`config.mk`:
```
export PLATFORM = sky130hd
export DESIGN_NAME = gcd_by_prime_factor_merge
export DESIGN_NICKNAME = d
export VERILOG_FILES = /design/src/sv/gcdpf_pkg.sv /design/src/sv/gcdpf_div.sv /design/src/sv/gcd_by_prime_factor_merge.sv
export VERILOG_INCLUDE_DIRS = /design/src /design/src/sv
export SDC_FILE = /design/constraint.sdc
export NUM_CORES = 1
export LEC_CHECK = 0
export ABC_AREA = 0
export BUFFER_PORTS_ARGS = -buffer_cell sky130_fd_sc_hd__buf_2
export CELL_PAD_IN_SITES_DETAIL_PLACEMENT = 0
export CELL_PAD_IN_SITES_GLOBAL_PLACEMENT = 1
export CORE_ASPECT_RATIO = 1.1
export CORE_MARGIN = 10
export CORE_UTILIZATION = 30
export DETAILED_ROUTE_END_ITERATION = 16
export PLACE_DENSITY_LB_ADDON = 0.2
export SYNTH_ARGS = -nofsm -noshare
export SYNTH_HDL_FRONTEND = slang
export SYNTH_SLANG_ARGS = --single-unit
```
`constraint.sdc`:
```
create_clock -name clock -period 8.3 [get_ports clock]
set_input_delay 0.83 -clock clock [delete_from_list [all_inputs] [get_ports clock]]
set_output_delay 0.83 -clock clock [all_outputs]
set_load 0.03 [all_outputs]
```
`src/sv/gcd_by_prime_factor_merge_defines.svh`:
```
// Assertion macros for the GCD by prime-factor merge block.
// Included by the top level; relies on its clock and reset ports.
`ifndef GCD_BY_PRIME_FACTOR_MERGE_DEFINES_SVH
`define GCD_BY_PRIME_FACTOR_MERGE_DEFINES_SVH

// Consequent must hold in the same cycle as the antecedent.
`define GCDPF_ASSERT_SAME(label, ante, cons) \
   label: assert property (@(posedge clock) disable iff (reset) (ante) |-> (cons)) \
      else $error("gcdpf: same-cycle check failed");

// Consequent must hold in the cycle after the antecedent.
`define GCDPF_ASSERT_NEXT(label, ante, cons) \
   label: assert property (@(posedge clock) disable iff (reset) (ante) |=> (cons)) \
      else $error("gcdpf: next-cycle check failed");

`endif

```
`src/sv/gcdpf_pkg.sv`:
```
// Shared constants, types and state encoding for the GCD by prime-factor merge block.
// No dependencies; used by gcdpf_div and gcd_by_prime_factor_merge.
package gcdpf_pkg;

   // Operand width and per-operand factor list depth.
   localparam int WIDTH       = 16;
   localparam int MAX_FACTORS = 16;

   // Derived widths.
   localparam int KEPT_W = $clog2(MAX_FACTORS + 1);
   localparam int IDX_W  = $clog2(MAX_FACTORS);
   localparam int SQ_W   = WIDTH + 2;
   localparam int DCNT_W = $clog2(WIDTH);
   localparam int CNT_W  = 5;

   // Saturation value of the factor count and the first trial divisor.
   localparam logic [CNT_W-1:0] CNT_MAX = '1;
   localparam logic [WIDTH-1:0] D_FIRST = WIDTH'(2);

   // Sequencer states.
   typedef enum logic [2:0] {
      ST_IDLE,
      ST_LOAD,
      ST_CHECK,
      ST_DIVIDE,
      ST_MERGE,
      ST_DONE
   } state_type;

   // Request to the shared divider.
   typedef struct packed {
      logic             start;
      logic [WIDTH-1:0] dividend;
      logic [WIDTH-1:0] divisor;
   } div_req_type;

   // Result from the shared divider.
   typedef struct packed {
      logic             done;
      logic [WIDTH-1:0] quotient;
      logic [WIDTH-1:0] remainder;
   } div_rsp_type;

endpackage

```
`src/sv/gcdpf_div.sv`:
```
// Restoring radix-2 divider, one quotient bit per cycle.
// Depends on gcdpf_pkg for widths and the request and result structs.
module gcdpf_div (
   input  logic                  clock,
   input  logic                  reset,
   input  gcdpf_pkg::div_req_type div_req,
   output gcdpf_pkg::div_rsp_type div_rsp
);

   logic                         busy_ff, busy_in;
   logic                         done_ff, done_in;
   logic [gcdpf_pkg::DCNT_W-1:0] step_ff, step_in;
   logic [gcdpf_pkg::WIDTH-1:0]  rem_ff, rem_in;
   logic [gcdpf_pkg::WIDTH-1:0]  quo_ff, quo_in;
   logic [gcdpf_pkg::WIDTH-1:0]  dvs_ff, dvs_in;
   logic [gcdpf_pkg::WIDTH:0]    shifted;
   logic [gcdpf_pkg::WIDTH:0]    diff;

   // Shift the next dividend bit into the partial remainder and try a subtract.
   assign shifted = {rem_ff, quo_ff[gcdpf_pkg::WIDTH-1]};
   assign diff    = shifted - {1'b0, dvs_ff};

   always_comb begin
      busy_in = busy_ff;
      done_in = 1'b0;
      step_in = step_ff;
      rem_in  = rem_ff;
      quo_in  = quo_ff;
      dvs_in  = dvs_ff;
      if (busy_ff) begin
         // One restoring step per cycle.
         if (!diff[gcdpf_pkg::WIDTH]) begin
            rem_in = diff[gcdpf_pkg::WIDTH-1:0];
            quo_in = {quo_ff[gcdpf_pkg::WIDTH-2:0], 1'b1};
         end else begin
            rem_in = shifted[gcdpf_pkg::WIDTH-1:0];
            quo_in = {quo_ff[gcdpf_pkg::WIDTH-2:0], 1'b0};
         end
         step_in = step_ff - gcdpf_pkg::DCNT_W'(1);
         if (step_ff == '0) begin
            busy_in = 1'b0;
            done_in = 1'b1;
         end
      end else if (div_req.start) begin
         // Load the operands; the quotient register holds the dividend bits.
         busy_in = 1'b1;
         step_in = gcdpf_pkg::DCNT_W'(gcdpf_pkg::WIDTH - 1);
         rem_in  = '0;
         quo_in  = div_req.dividend;
         dvs_in  = div_req.divisor;
      end
   end

   always_ff @(posedge clock) begin
      if (reset) begin
         busy_ff <= 1'b0;
         done_ff <= 1'b0;
      end else begin
         busy_ff <= busy_in;
         done_ff <= done_in;
      end
      step_ff <= step_in;
      rem_ff  <= rem_in;
      quo_ff  <= quo_in;
      dvs_ff  <= dvs_in;
   end

   assign div_rsp.done      = done_ff;
   assign div_rsp.quotient  = quo_ff;
   assign div_rsp.remainder = rem_ff;

endmodule

```
`src/sv/gcd_by_prime_factor_merge.sv`:
```
// GCD of two unsigned operands by prime factorization and merge of the factor lists.
// Depends on gcdpf_pkg, gcdpf_div and gcd_by_prime_factor_merge_defines.svh.
//
// Usage:
//   A request is taken on the rising edge where start is high and busy is low;
//   req_operand_a and req_operand_b are sampled there. busy stays high until
//   the result has been shown.
//   The result appears on rsp_gcd_value and rsp_op_count for exactly one cycle
//   with rsp_valid high. The receiver cannot stall, so the result must be
//   captured in that cycle.
//   Each operand is factored by trial division with one shared serial divider;
//   each trial is started from a check state. Divisors run while
//   d*d <= remaining value, so a prime near 2^16 needs about 254 trials.
//   The result strobe follows the trial-division loop through the divider
//   and then the merge of the two factor lists.
//   One request is in flight at a time; busy drops in the cycle after the
//   strobe, so a new request can be taken at the end of that cycle.
//   Synchronous reset returns the sequencer to idle and drops busy and rsp_valid.
`include "gcd_by_prime_factor_merge_defines.svh"

module gcd_by_prime_factor_merge (
   input  logic                        clock,
   input  logic                        reset,
   input  logic                        start,
   output logic                        busy,
   input  logic [15:0]                 req_operand_a,
   input  logic [15:0]                 req_operand_b,
   output logic                        rsp_valid,
   output logic [15:0]                 rsp_gcd_value,
   output logic [gcdpf_pkg::CNT_W-1:0] rsp_op_count
);

   gcdpf_pkg::state_type state_ff, state_in;

   logic                         opsel_ff, opsel_in;
   logic [gcdpf_pkg::WIDTH-1:0]  opa_ff, opa_in;
   logic [gcdpf_pkg::WIDTH-1:0]  opb_ff, opb_in;
   logic [gcdpf_pkg::WIDTH-1:0]  rest_ff, rest_in;
   logic [gcdpf_pkg::WIDTH-1:0]  d_ff, d_in;
   logic [gcdpf_pkg::SQ_W-1:0]   sq_ff, sq_in;
   logic [gcdpf_pkg::CNT_W-1:0]  cnt_ff, cnt_in;
   logic [gcdpf_pkg::KEPT_W-1:0] kept_a_ff, kept_a_in;
   logic [gcdpf_pkg::KEPT_W-1:0] kept_b_ff, kept_b_in;
   logic [gcdpf_pkg::KEPT_W-1:0] idx_i_ff, idx_i_in;
   logic [gcdpf_pkg::KEPT_W-1:0] idx_j_ff, idx_j_in;
   logic [gcdpf_pkg::WIDTH-1:0]  prod_ff, prod_in;

   logic [gcdpf_pkg::WIDTH-1:0]  list_a_ff [gcdpf_pkg::MAX_FACTORS];
   logic [gcdpf_pkg::WIDTH-1:0]  list_b_ff [gcdpf_pkg::MAX_FACTORS];

   gcdpf_pkg::div_req_type div_req;
   gcdpf_pkg::div_rsp_type div_rsp;

   logic                         sq_le_rest;
   logic                         rest_gt_one;
   logic                         exact_div;
   logic                         fac_we;
   logic [gcdpf_pkg::WIDTH-1:0]  fac_wdata;
   logic [gcdpf_pkg::KEPT_W-1:0] kept_cur;
   logic                         list_room;
   logic                         merge_live;
   logic [gcdpf_pkg::WIDTH-1:0]  fac_a;
   logic [gcdpf_pkg::WIDTH-1:0]  fac_b;
   logic [2*gcdpf_pkg::WIDTH-1:0] mul_full;

   // Shared divider for every trial division.
   gcdpf_div u_div (
      .clock   (clock),
      .reset   (reset),
      .div_req (div_req),
      .div_rsp (div_rsp)
   );

   // Loop conditions of the trial division.
   assign sq_le_rest  = sq_ff <= {2'b00, rest_ff};
   assign rest_gt_one = rest_ff > gcdpf_pkg::WIDTH'(1);
   assign exact_div   = div_rsp.done && (div_rsp.remainder == '0);

   // Factor list of the operand currently being worked on.
   assign kept_cur  = opsel_ff ? kept_b_ff : kept_a_ff;
   assign list_room = kept_cur < gcdpf_pkg::KEPT_W'(gcdpf_pkg::MAX_FACTORS);

   // Merge read ports and the product multiplier.
   assign merge_live = (idx_i_ff < kept_a_ff) && (idx_j_ff < kept_b_ff);
   assign fac_a      = list_a_ff[idx_i_ff[gcdpf_pkg::IDX_W-1:0]];
   assign fac_b      = list_b_ff[idx_j_ff[gcdpf_pkg::IDX_W-1:0]];
   assign mul_full   = {{gcdpf_pkg::WIDTH{1'b0}}, prod_ff} * {{gcdpf_pkg::WIDTH{1'b0}}, fac_a};

   // Next-state logic of the sequencer.
   always_comb begin
      state_in = state_ff;
      case (state_ff)
         gcdpf_pkg::ST_IDLE: begin
            if (start) state_in = gcdpf_pkg::ST_LOAD;
         end
         gcdpf_pkg::ST_LOAD: begin
            state_in = gcdpf_pkg::ST_CHECK;
         end
         gcdpf_pkg::ST_CHECK: begin
            if (sq_le_rest) begin
               state_in = gcdpf_pkg::ST_DIVIDE;
            end else if (!opsel_ff) begin
               state_in = gcdpf_pkg::ST_LOAD;
            end else begin
               state_in = gcdpf_pkg::ST_MERGE;
            end
         end
         gcdpf_pkg::ST_DIVIDE: begin
            if (div_rsp.done) state_in = gcdpf_pkg::ST_CHECK;
         end
         gcdpf_pkg::ST_MERGE: begin
            if (!merge_live) state_in = gcdpf_pkg::ST_DONE;
         end
         gcdpf_pkg::ST_DONE: begin
            state_in = gcdpf_pkg::ST_IDLE;
         end
         default: begin
            state_in = gcdpf_pkg::ST_IDLE;
         end
      endcase
   end

   // Control outputs of the sequencer.
   always_comb begin
      div_req.start    = 1'b0;
      div_req.dividend = rest_ff;
      div_req.divisor  = d_ff;
      fac_we           = 1'b0;
      fac_wdata        = d_ff;
      rsp_valid        = 1'b0;
      case (state_ff)
         gcdpf_pkg::ST_CHECK: begin
            div_req.start = sq_le_rest;
            // A remainder above one after the loop is itself a prime factor.
            if (!sq_le_rest && rest_gt_one) begin
               fac_we    = 1'b1;
               fac_wdata = rest_ff;
            end
         end
         gcdpf_pkg::ST_DIVIDE: begin
            fac_we = exact_div;
         end
         gcdpf_pkg::ST_DONE: begin
            rsp_valid = 1'b1;
         end
         default: begin
            fac_we = 1'b0;
         end
      endcase
   end

   // Datapath next values.
   always_comb begin
      opsel_in  = opsel_ff;
      opa_in    = opa_ff;
      opb_in    = opb_ff;
      rest_in   = rest_ff;
      d_in      = d_ff;
      sq_in     = sq_ff;
      cnt_in    = cnt_ff;
      kept_a_in = kept_a_ff;
      kept_b_in = kept_b_ff;
      idx_i_in  = idx_i_ff;
      idx_j_in  = idx_j_ff;
      prod_in   = prod_ff;

      // Every extracted factor is counted, saturating.
      if (fac_we && (cnt_ff != gcdpf_pkg::CNT_MAX)) begin
         cnt_in = cnt_ff + gcdpf_pkg::CNT_W'(1);
      end
      // Only the first MAX_FACTORS factors of each operand are kept.
      if (fac_we && list_room) begin
         if (opsel_ff) begin
            kept_b_in = kept_b_ff + gcdpf_pkg::KEPT_W'(1);
         end else begin
            kept_a_in = kept_a_ff + gcdpf_pkg::KEPT_W'(1);
         end
      end

      case (state_ff)
         gcdpf_pkg::ST_IDLE: begin
            if (start) begin
               opa_in    = req_operand_a;
               opb_in    = req_operand_b;
               opsel_in  = 1'b0;
               cnt_in    = '0;
               kept_a_in = '0;
               kept_b_in = '0;
            end
         end
         gcdpf_pkg::ST_LOAD: begin
            rest_in = opsel_ff ? opb_ff : opa_ff;
            d_in    = gcdpf_pkg::D_FIRST;
            sq_in   = gcdpf_pkg::SQ_W'(4);
         end
         gcdpf_pkg::ST_CHECK: begin
            if (!sq_le_rest) begin
               opsel_in = 1'b1;
               idx_i_in = '0;
               idx_j_in = '0;
               prod_in  = gcdpf_pkg::WIDTH'(1);
            end
         end
         gcdpf_pkg::ST_DIVIDE: begin
            if (exact_div) begin
               // Divide the factor out and retry the same divisor.
               rest_in = div_rsp.quotient;
            end else if (div_rsp.done) begin
               // Advance the divisor; (d+1)^2 = d^2 + 2d + 1.
               d_in  = d_ff + gcdpf_pkg::WIDTH'(1);
               sq_in = sq_ff + gcdpf_pkg::SQ_W'({d_ff, 1'b1});
            end
         end
         gcdpf_pkg::ST_MERGE: begin
            if (merge_live) begin
               if (fac_a == fac_b) begin
                  prod_in  = mul_full[gcdpf_pkg::WIDTH-1:0];
                  idx_i_in = idx_i_ff + gcdpf_pkg::KEPT_W'(1);
                  idx_j_in = idx_j_ff + gcdpf_pkg::KEPT_W'(1);
               end else if (fac_a < fac_b) begin
                  idx_i_in = idx_i_ff + gcdpf_pkg::KEPT_W'(1);
               end else begin
                  idx_j_in = idx_j_ff + gcdpf_pkg::KEPT_W'(1);
               end
            end
         end
         default: begin
            prod_in = prod_ff;
         end
      endcase
   end

   // Sequencer and datapath registers.
   always_ff @(posedge clock) begin
      if (reset) begin
         state_ff <= gcdpf_pkg::ST_IDLE;
      end else begin
         state_ff <= state_in;
      end
      opsel_ff  <= opsel_in;
      opa_ff    <= opa_in;
      opb_ff    <= opb_in;
      rest_ff   <= rest_in;
      d_ff      <= d_in;
      sq_ff     <= sq_in;
      cnt_ff    <= cnt_in;
      kept_a_ff <= kept_a_in;
      kept_b_ff <= kept_b_in;
      idx_i_ff  <= idx_i_in;
      idx_j_ff  <= idx_j_in;
      prod_ff   <= prod_in;
   end

   // Factor list storage, one write per extracted factor while there is room.
   always_ff @(posedge clock) begin
      if (fac_we && list_room) begin
         if (opsel_ff) begin
            list_b_ff[kept_b_ff[gcdpf_pkg::IDX_W-1:0]] <= fac_wdata;
         end else begin
            list_a_ff[kept_a_ff[gcdpf_pkg::IDX_W-1:0]] <= fac_wdata;
         end
      end
   end

   assign busy          = state_ff != gcdpf_pkg::ST_IDLE;
   assign rsp_gcd_value = prod_ff;
   assign rsp_op_count  = cnt_ff;

   // Checks on the sequencer and the result.
   `GCDPF_ASSERT_NEXT(a_start_sets_busy, start && !busy, busy)
   `GCDPF_ASSERT_SAME(a_rsp_while_busy, rsp_valid, busy)
   `GCDPF_ASSERT_NEXT(a_rsp_single, rsp_valid, !rsp_valid && !busy)
   `GCDPF_ASSERT_SAME(a_gcd_nonzero, rsp_valid, rsp_gcd_value != '0)

endmodule

```
# Word level (Yosys, flattened, before mapping)
# Memory sizes are Yosys's and may differ from the RTL's. A register that Yosys moved wholly into a read port is not among the register bits.
# Index checks and enable logic that the tools add are counted.
[totals] ram_bits=512 mem_count=2 input_bits=35 elab_cells=148 reg_bits=181
[classes] n_mul=1 n_bitwise=1 n_addsub=9 n_lt_le_gt_ge=6 n_eq_ne=17 n_mux=69 n_reduce_logical=24
[memory_table] memory="list_a_ff" words=16 width=16 rd=1 rd_ports_with_merged_regs=1 wr=1 line="gcd_by_prime_factor_merge.sv:48" text="logic [gcdpf_pkg::WIDTH-1:0] list_a_ff [gcdpf_pkg::MAX_FACTORS];"
[memory_table] memory="list_b_ff" words=16 width=16 rd=1 rd_ports_with_merged_regs=1 wr=1 line="gcd_by_prime_factor_merge.sv:49" text="logic [gcdpf_pkg::WIDTH-1:0] list_b_ff [gcdpf_pkg::MAX_FACTORS];"
[op_table] op="two-way mux 16 bit" count=14
[op_table] op="one-hot mux 16 bit (2 select lines)" count=3
[op_table] op="two-way mux 5 bit" count=19
[op_table] op="two-way mux 18 bit" count=2
[op_table] op="one-hot mux 18 bit (2 select lines)" count=1
[op_table] op="adder 5 x 1 -> 5 bit (second input constant)" count=5
[op_table] op="one-hot mux 5 bit (2 select lines)" count=2
[op_table] op="adder 18 x 17 -> 18 bit" count=1
[op_table] op="<= comparator 18 x 16 -> 1 bit" count=1
[op_table] op="subtractor 17 x 16 -> 17 bit" count=1
[op_table] op="adder 16 x 1 -> 16 bit (second input constant)" count=1
[op_table] op="equality test 16 bit" count=1
[op_table] op="greater-than comparator 16 x 1 -> 1 bit (second input constant)" count=1
[op_table] op="logical NOT 16 bit" count=1
[op_table] op="less-than comparator 16 bit" count=1
[op_table] op="multiplier 16 x 16 -> 16 bit" count=1
[op_table] op="two-way mux 1 bit" count=16
[op_table] op="two-way mux 4 bit" count=4
[op_table] op="two-way mux 3 bit" count=5
[op_table] op="one-hot mux 3 bit (5 select lines)" count=1
[op_table] op="inequality test 2 bit (second input constant)" count=7
[op_table] op="AND reduction 4 bit" count=3
[op_table] op="less-than comparator 5 bit" count=2
[op_table] op="AND reduction 3 bit" count=3
[op_table] op="18 further kinds" count=31

# Depth between registers and ports, before layout
[depth] ltp_word=9 ltp_mapped=29

# Modules after synthesis
# A second synthesis with hierarchy kept.
[unflattened] hier_cells=2189 area_unflattened_um2=33851.2
[by_module_without_submodules] module="gcd_by_prime_factor_merge" area_each_um2=30795.8 cells_each=1935 n_inst=1
[by_module_without_submodules] module="gcdpf_div" area_each_um2=3055.4 cells_each=254 n_inst=1

# Least setup slack after synthesis
# Ideal clock, no wire load.
[synth_timing] kind="register to register" startpoint="register (tool-made name)" endpoint="register prod_ff, in the netlist rsp_gcd_value[15], data pin" setup_ns=0.266 path_slack_ns=1.779 required_time_ns=8.034 path_stages_with_launch=25 arrival_time_ns=6.255 path_cell_list="dfxtp_1 -> buf_2 -> buf_4 -> mux4_2 -> mux4_2 -> clkbuf_1 -> and2_1 -> fa_1 -> inv_1 -> fa_1 -> inv_1 -> ha_1 -> ha_1 -> fa_1 -> inv_1 -> fa_1 -> inv_1 -> ha_1 -> or2_2 -> a31oi_1 -> nor2b_1 -> o21a_1 -> o41ai_2 -> xnor2_1 -> nor2_1"
[synth_lines] element="end signal, assigned" line="gcd_by_prime_factor_merge.sv:251" text="prod_ff <= prod_in;"
[synth_lines] element="end, declared" line="gcd_by_prime_factor_merge.sv:46" text="logic [gcdpf_pkg::WIDTH-1:0] prod_ff, prod_in;"

==> out/metrics.cfg <==
[run_status]
outcome = complete, no violations

[sta]
setup_viol = 0
rsz0062_at_grt = no
worst_hold_slack_ps = 372
fin_crit_sh = 0.846
period_minus_slack_ps = 7020
slew_headroom = 0.130
tightest_slew_ps = 1310
setup_tns_ps = 0
fmax_ghz = 0.142
clock_skew_ps = 22.2
slew_viol_final = 0
finalHoldViolations = 0

[worst_setup_path]
cp.arrival_ps = 7380
slowest_stage = dfxtp_2
crit_fanout = 21
max_stage_delay_ps = 760
cp_cell_sequence = buf_4 > mux4_2 > mux4_2 > nand2_1 > fa_1 > inv_1 > fa_1 > inv_1 > fa_1 > fa_1 > fa_1 > fa_1 > xor2_1 > xnor2_1 > xnor2_1 > xnor2_1 > xnor2_1 > xnor2_1 > xnor3_1 > xnor2_1 > nor2_1
cp.required_ps = 8650
ff2ff_path_depth = 21
critPathKind = flop to flop
critical_path.startpoint_type = flop
timing.rr.end = rsp_gcd_value[15]
ff2ff_setup_slack_ps = 1280
cp-end-kind = flop

[clock_network]
clock_latency_ps = 640
htree_num_levels = 3
cts_resized = 0
cts_tree = yes
numCtsBuffers = 81
clockBufferDepth = 3
cts-root-buf = clkbuf_16
clk_pin_slew_ps = 70
cts.sinks = 701
cts_setup_buffers = 0
ctsHoldBuffers = 0

[logic_synthesis]
synthArstFlopShare = 0
yosys_most_used_dff = edfxtp_1
yosys_warnings = 0
seq_area_frac_synth = 0.620
netlist_area_sq_mm = 0.0335
synth_area_per_cell_sq_um = 15.3
ys_ff_latch = 701
synth_edf_count = 673
synth.distinct_cells = 63
syn-num-nets = 2437
syn_inst = 2185

[routing]
wire_per_inst_um = 22.0
ant_nets = 0
via_count = 18094
first_pass_iters = 4
dr.first_iter.drc_count = 1305
drt-total-wl_um = 85100
viasPerCell = 4.67
drc = 0

[power]
total_power_mw = 14.1
p_per_area_mw_per_mm2 = 364
peakVddDrop_mv = 0.639
p_leak_nw = 13.7

[cells_and_area]
syn2layout_area_growth_pct = 15.2
postLayoutCoreUtil = 0.348
final_nets = 2563
drive_above_1_share = 0.196

[hold_path]
hp-start = req_operand_a[2]
hold_class = primary input to flop
hold_end = opa_ff[2]
hold_depth = 1

[floorplanning]
fp-row-count = 128
die_w_um = 339
die_area_sq_mm = 0.126
die-height_um = 371
io_pins = 58
core_area_sq_mm = 0.111
initial_core_util = 0.302

[global_route]
grt_pass1_wl_um = 128000
grt_util_all_layers = 0.135
antenna_found_initial = 3
overflow = 0
grt_max_degree = 69
grt_pass1_vias = 19426

[run]
drv_cap = 0

[placement]
place_hpwl_um = 55500
io_buffers = 57
place_congestion = 0.781

-- flip-flops by register name, summed over array words and instances (netlist names), 16 cells and up, named ones only --
signal	count
opb_ff	16
list_b_ff	256
list_a_ff	256
rsp_gcd_value	16
u_div.quo_ff	16
d_ff	16
opa_ff	16
u_div.rem_ff	16
u_div.dvs_ff	16
sq_ff	18
rest_ff	16
-- cell usage after synthesis, types with 8 or more instances --
library cell | number | area [sq um]
edfxtp_1 | 673 | 20200
inv_1 | 199 | 747
nand2_1 | 176 | 661
mux4_2 | 152 | 3420
ha_1 | 135 | 1690
nor2_1 | 119 | 447
fa_1 | 82 | 1640
a21oi_1 | 61 | 305
and2_1 | 60 | 375
mux2i_1 | 52 | 521
xnor2_1 | 51 | 447
clkbuf_1 | 49 | 184
o21ai_0 | 47 | 235
nor3_1 | 33 | 165
xor2_1 | 33 | 289
nor2b_1 | 32 | 200
dfxtp_1 | 28 | 561
nand3_1 | 24 | 120
buf_1 | 14 | 52.6
nand4_1 | 13 | 81.3
buf_2 | 12 | 60.1
o21ai_1 | 12 | 60.1
and3_1 | 11 | 68.8
a21o_1 | 10 | 75.1
o21a_1 | 9 | 67.6
mux2_1 | 8 | 90.1
nor4_1 | 8 | 50.1
-- kinds of logic after synthesis --
family                   count (synthesis)  share of synthesized area
AND/OR/NAND/NOR                        495                     0.0685
multiplexers                           214                      0.121
AO/OA/AOI/OAI                          188                     0.0345
XOR/XNOR                                86                     0.0233
adder cells (fa/ha/maj)                217                     0.0994
flip-flops                             701                      0.620
buffers and inverters                  284                     0.0337
-- worst max-delay path, delay by kind of cell (launching register included) --
family,cells,cell delay (ps)
and+or+nand+nor,2,200
xor gates and xnor gates,8,1400
adders and majority gates,6,2770
buffers and inverters,3,580
DFF,1,760
muxes,2,1000
-- how the worst max path moves through the flow --
stage	start	to	slack [ps]	cells past startpoint
after floorplan	flop	rsp_gcd_value[15]	1780	24
after global placement	flop	rsp_gcd_value[15]	1250	22
after detailed placement	flop	rsp_gcd_value[15]	1180	21
after CTS	flop	rsp_gcd_value[15]	1210	21
after global routing	flop	rsp_gcd_value[15]	890	23
final	flop	rsp_gcd_value[15]	1280	21
-- layer usage --
| metal | routed length, um | track usage |
|---|---|---|
| met5 | 0 | 0 |
| met4 | 2000 | 0.0401 |
| met1 | 36500 | 0.166 |
| met2 | 44200 | 0.246 |
| met3 | 2440 | 0.0166 |
-- metrics by stage --
step / instances / worst slack (ps) / cell area, sq um
after floorplan: 2185 / 1780 / 33500
after global placement: 3723 / 1250 / 36000
after detailed placement: 3723 / 1180 / 36000
after CTS: 3869 / 1210 / 38600
after global routing: 3869 / 886 / 38600
final: 3872 / 1280 / 38600
-- layout make-up --
cell class,instances,area (sq um)
inverters,200,751
fillers,10678,72200
multi-input cells,1200,11800
clock buffers,98,2140
flip-flops and latches,701,20800
well taps,1495,1870
clock inverters,48,423
repair buffers,127,811
diodes,3,7.51
-- report_power, final --
part           switching (mW)  internal, mW  leakage (nW)
registers               0.158          4.14          6.34
logic                    3.42          2.88          6.14
clock network            1.47          2.01          1.25
-- layout by cell type, fill, tap and decap left out, types with 31 or more instances in the layout --
master     count
o21ai_0       31
ha_1         135
and2_1        60
mux4_2       152
clkbuf_16     83
fa_1          82
mux2i_1       52
nand2_1      175
buf_4         70
a21oi_1       61
edfxtp_1     673
buf_2         57
xnor2_1       50
xor2_1        33
nor2b_1       32
nor2_1       103
inv_1        198
(Power assumes the default switching activity.)
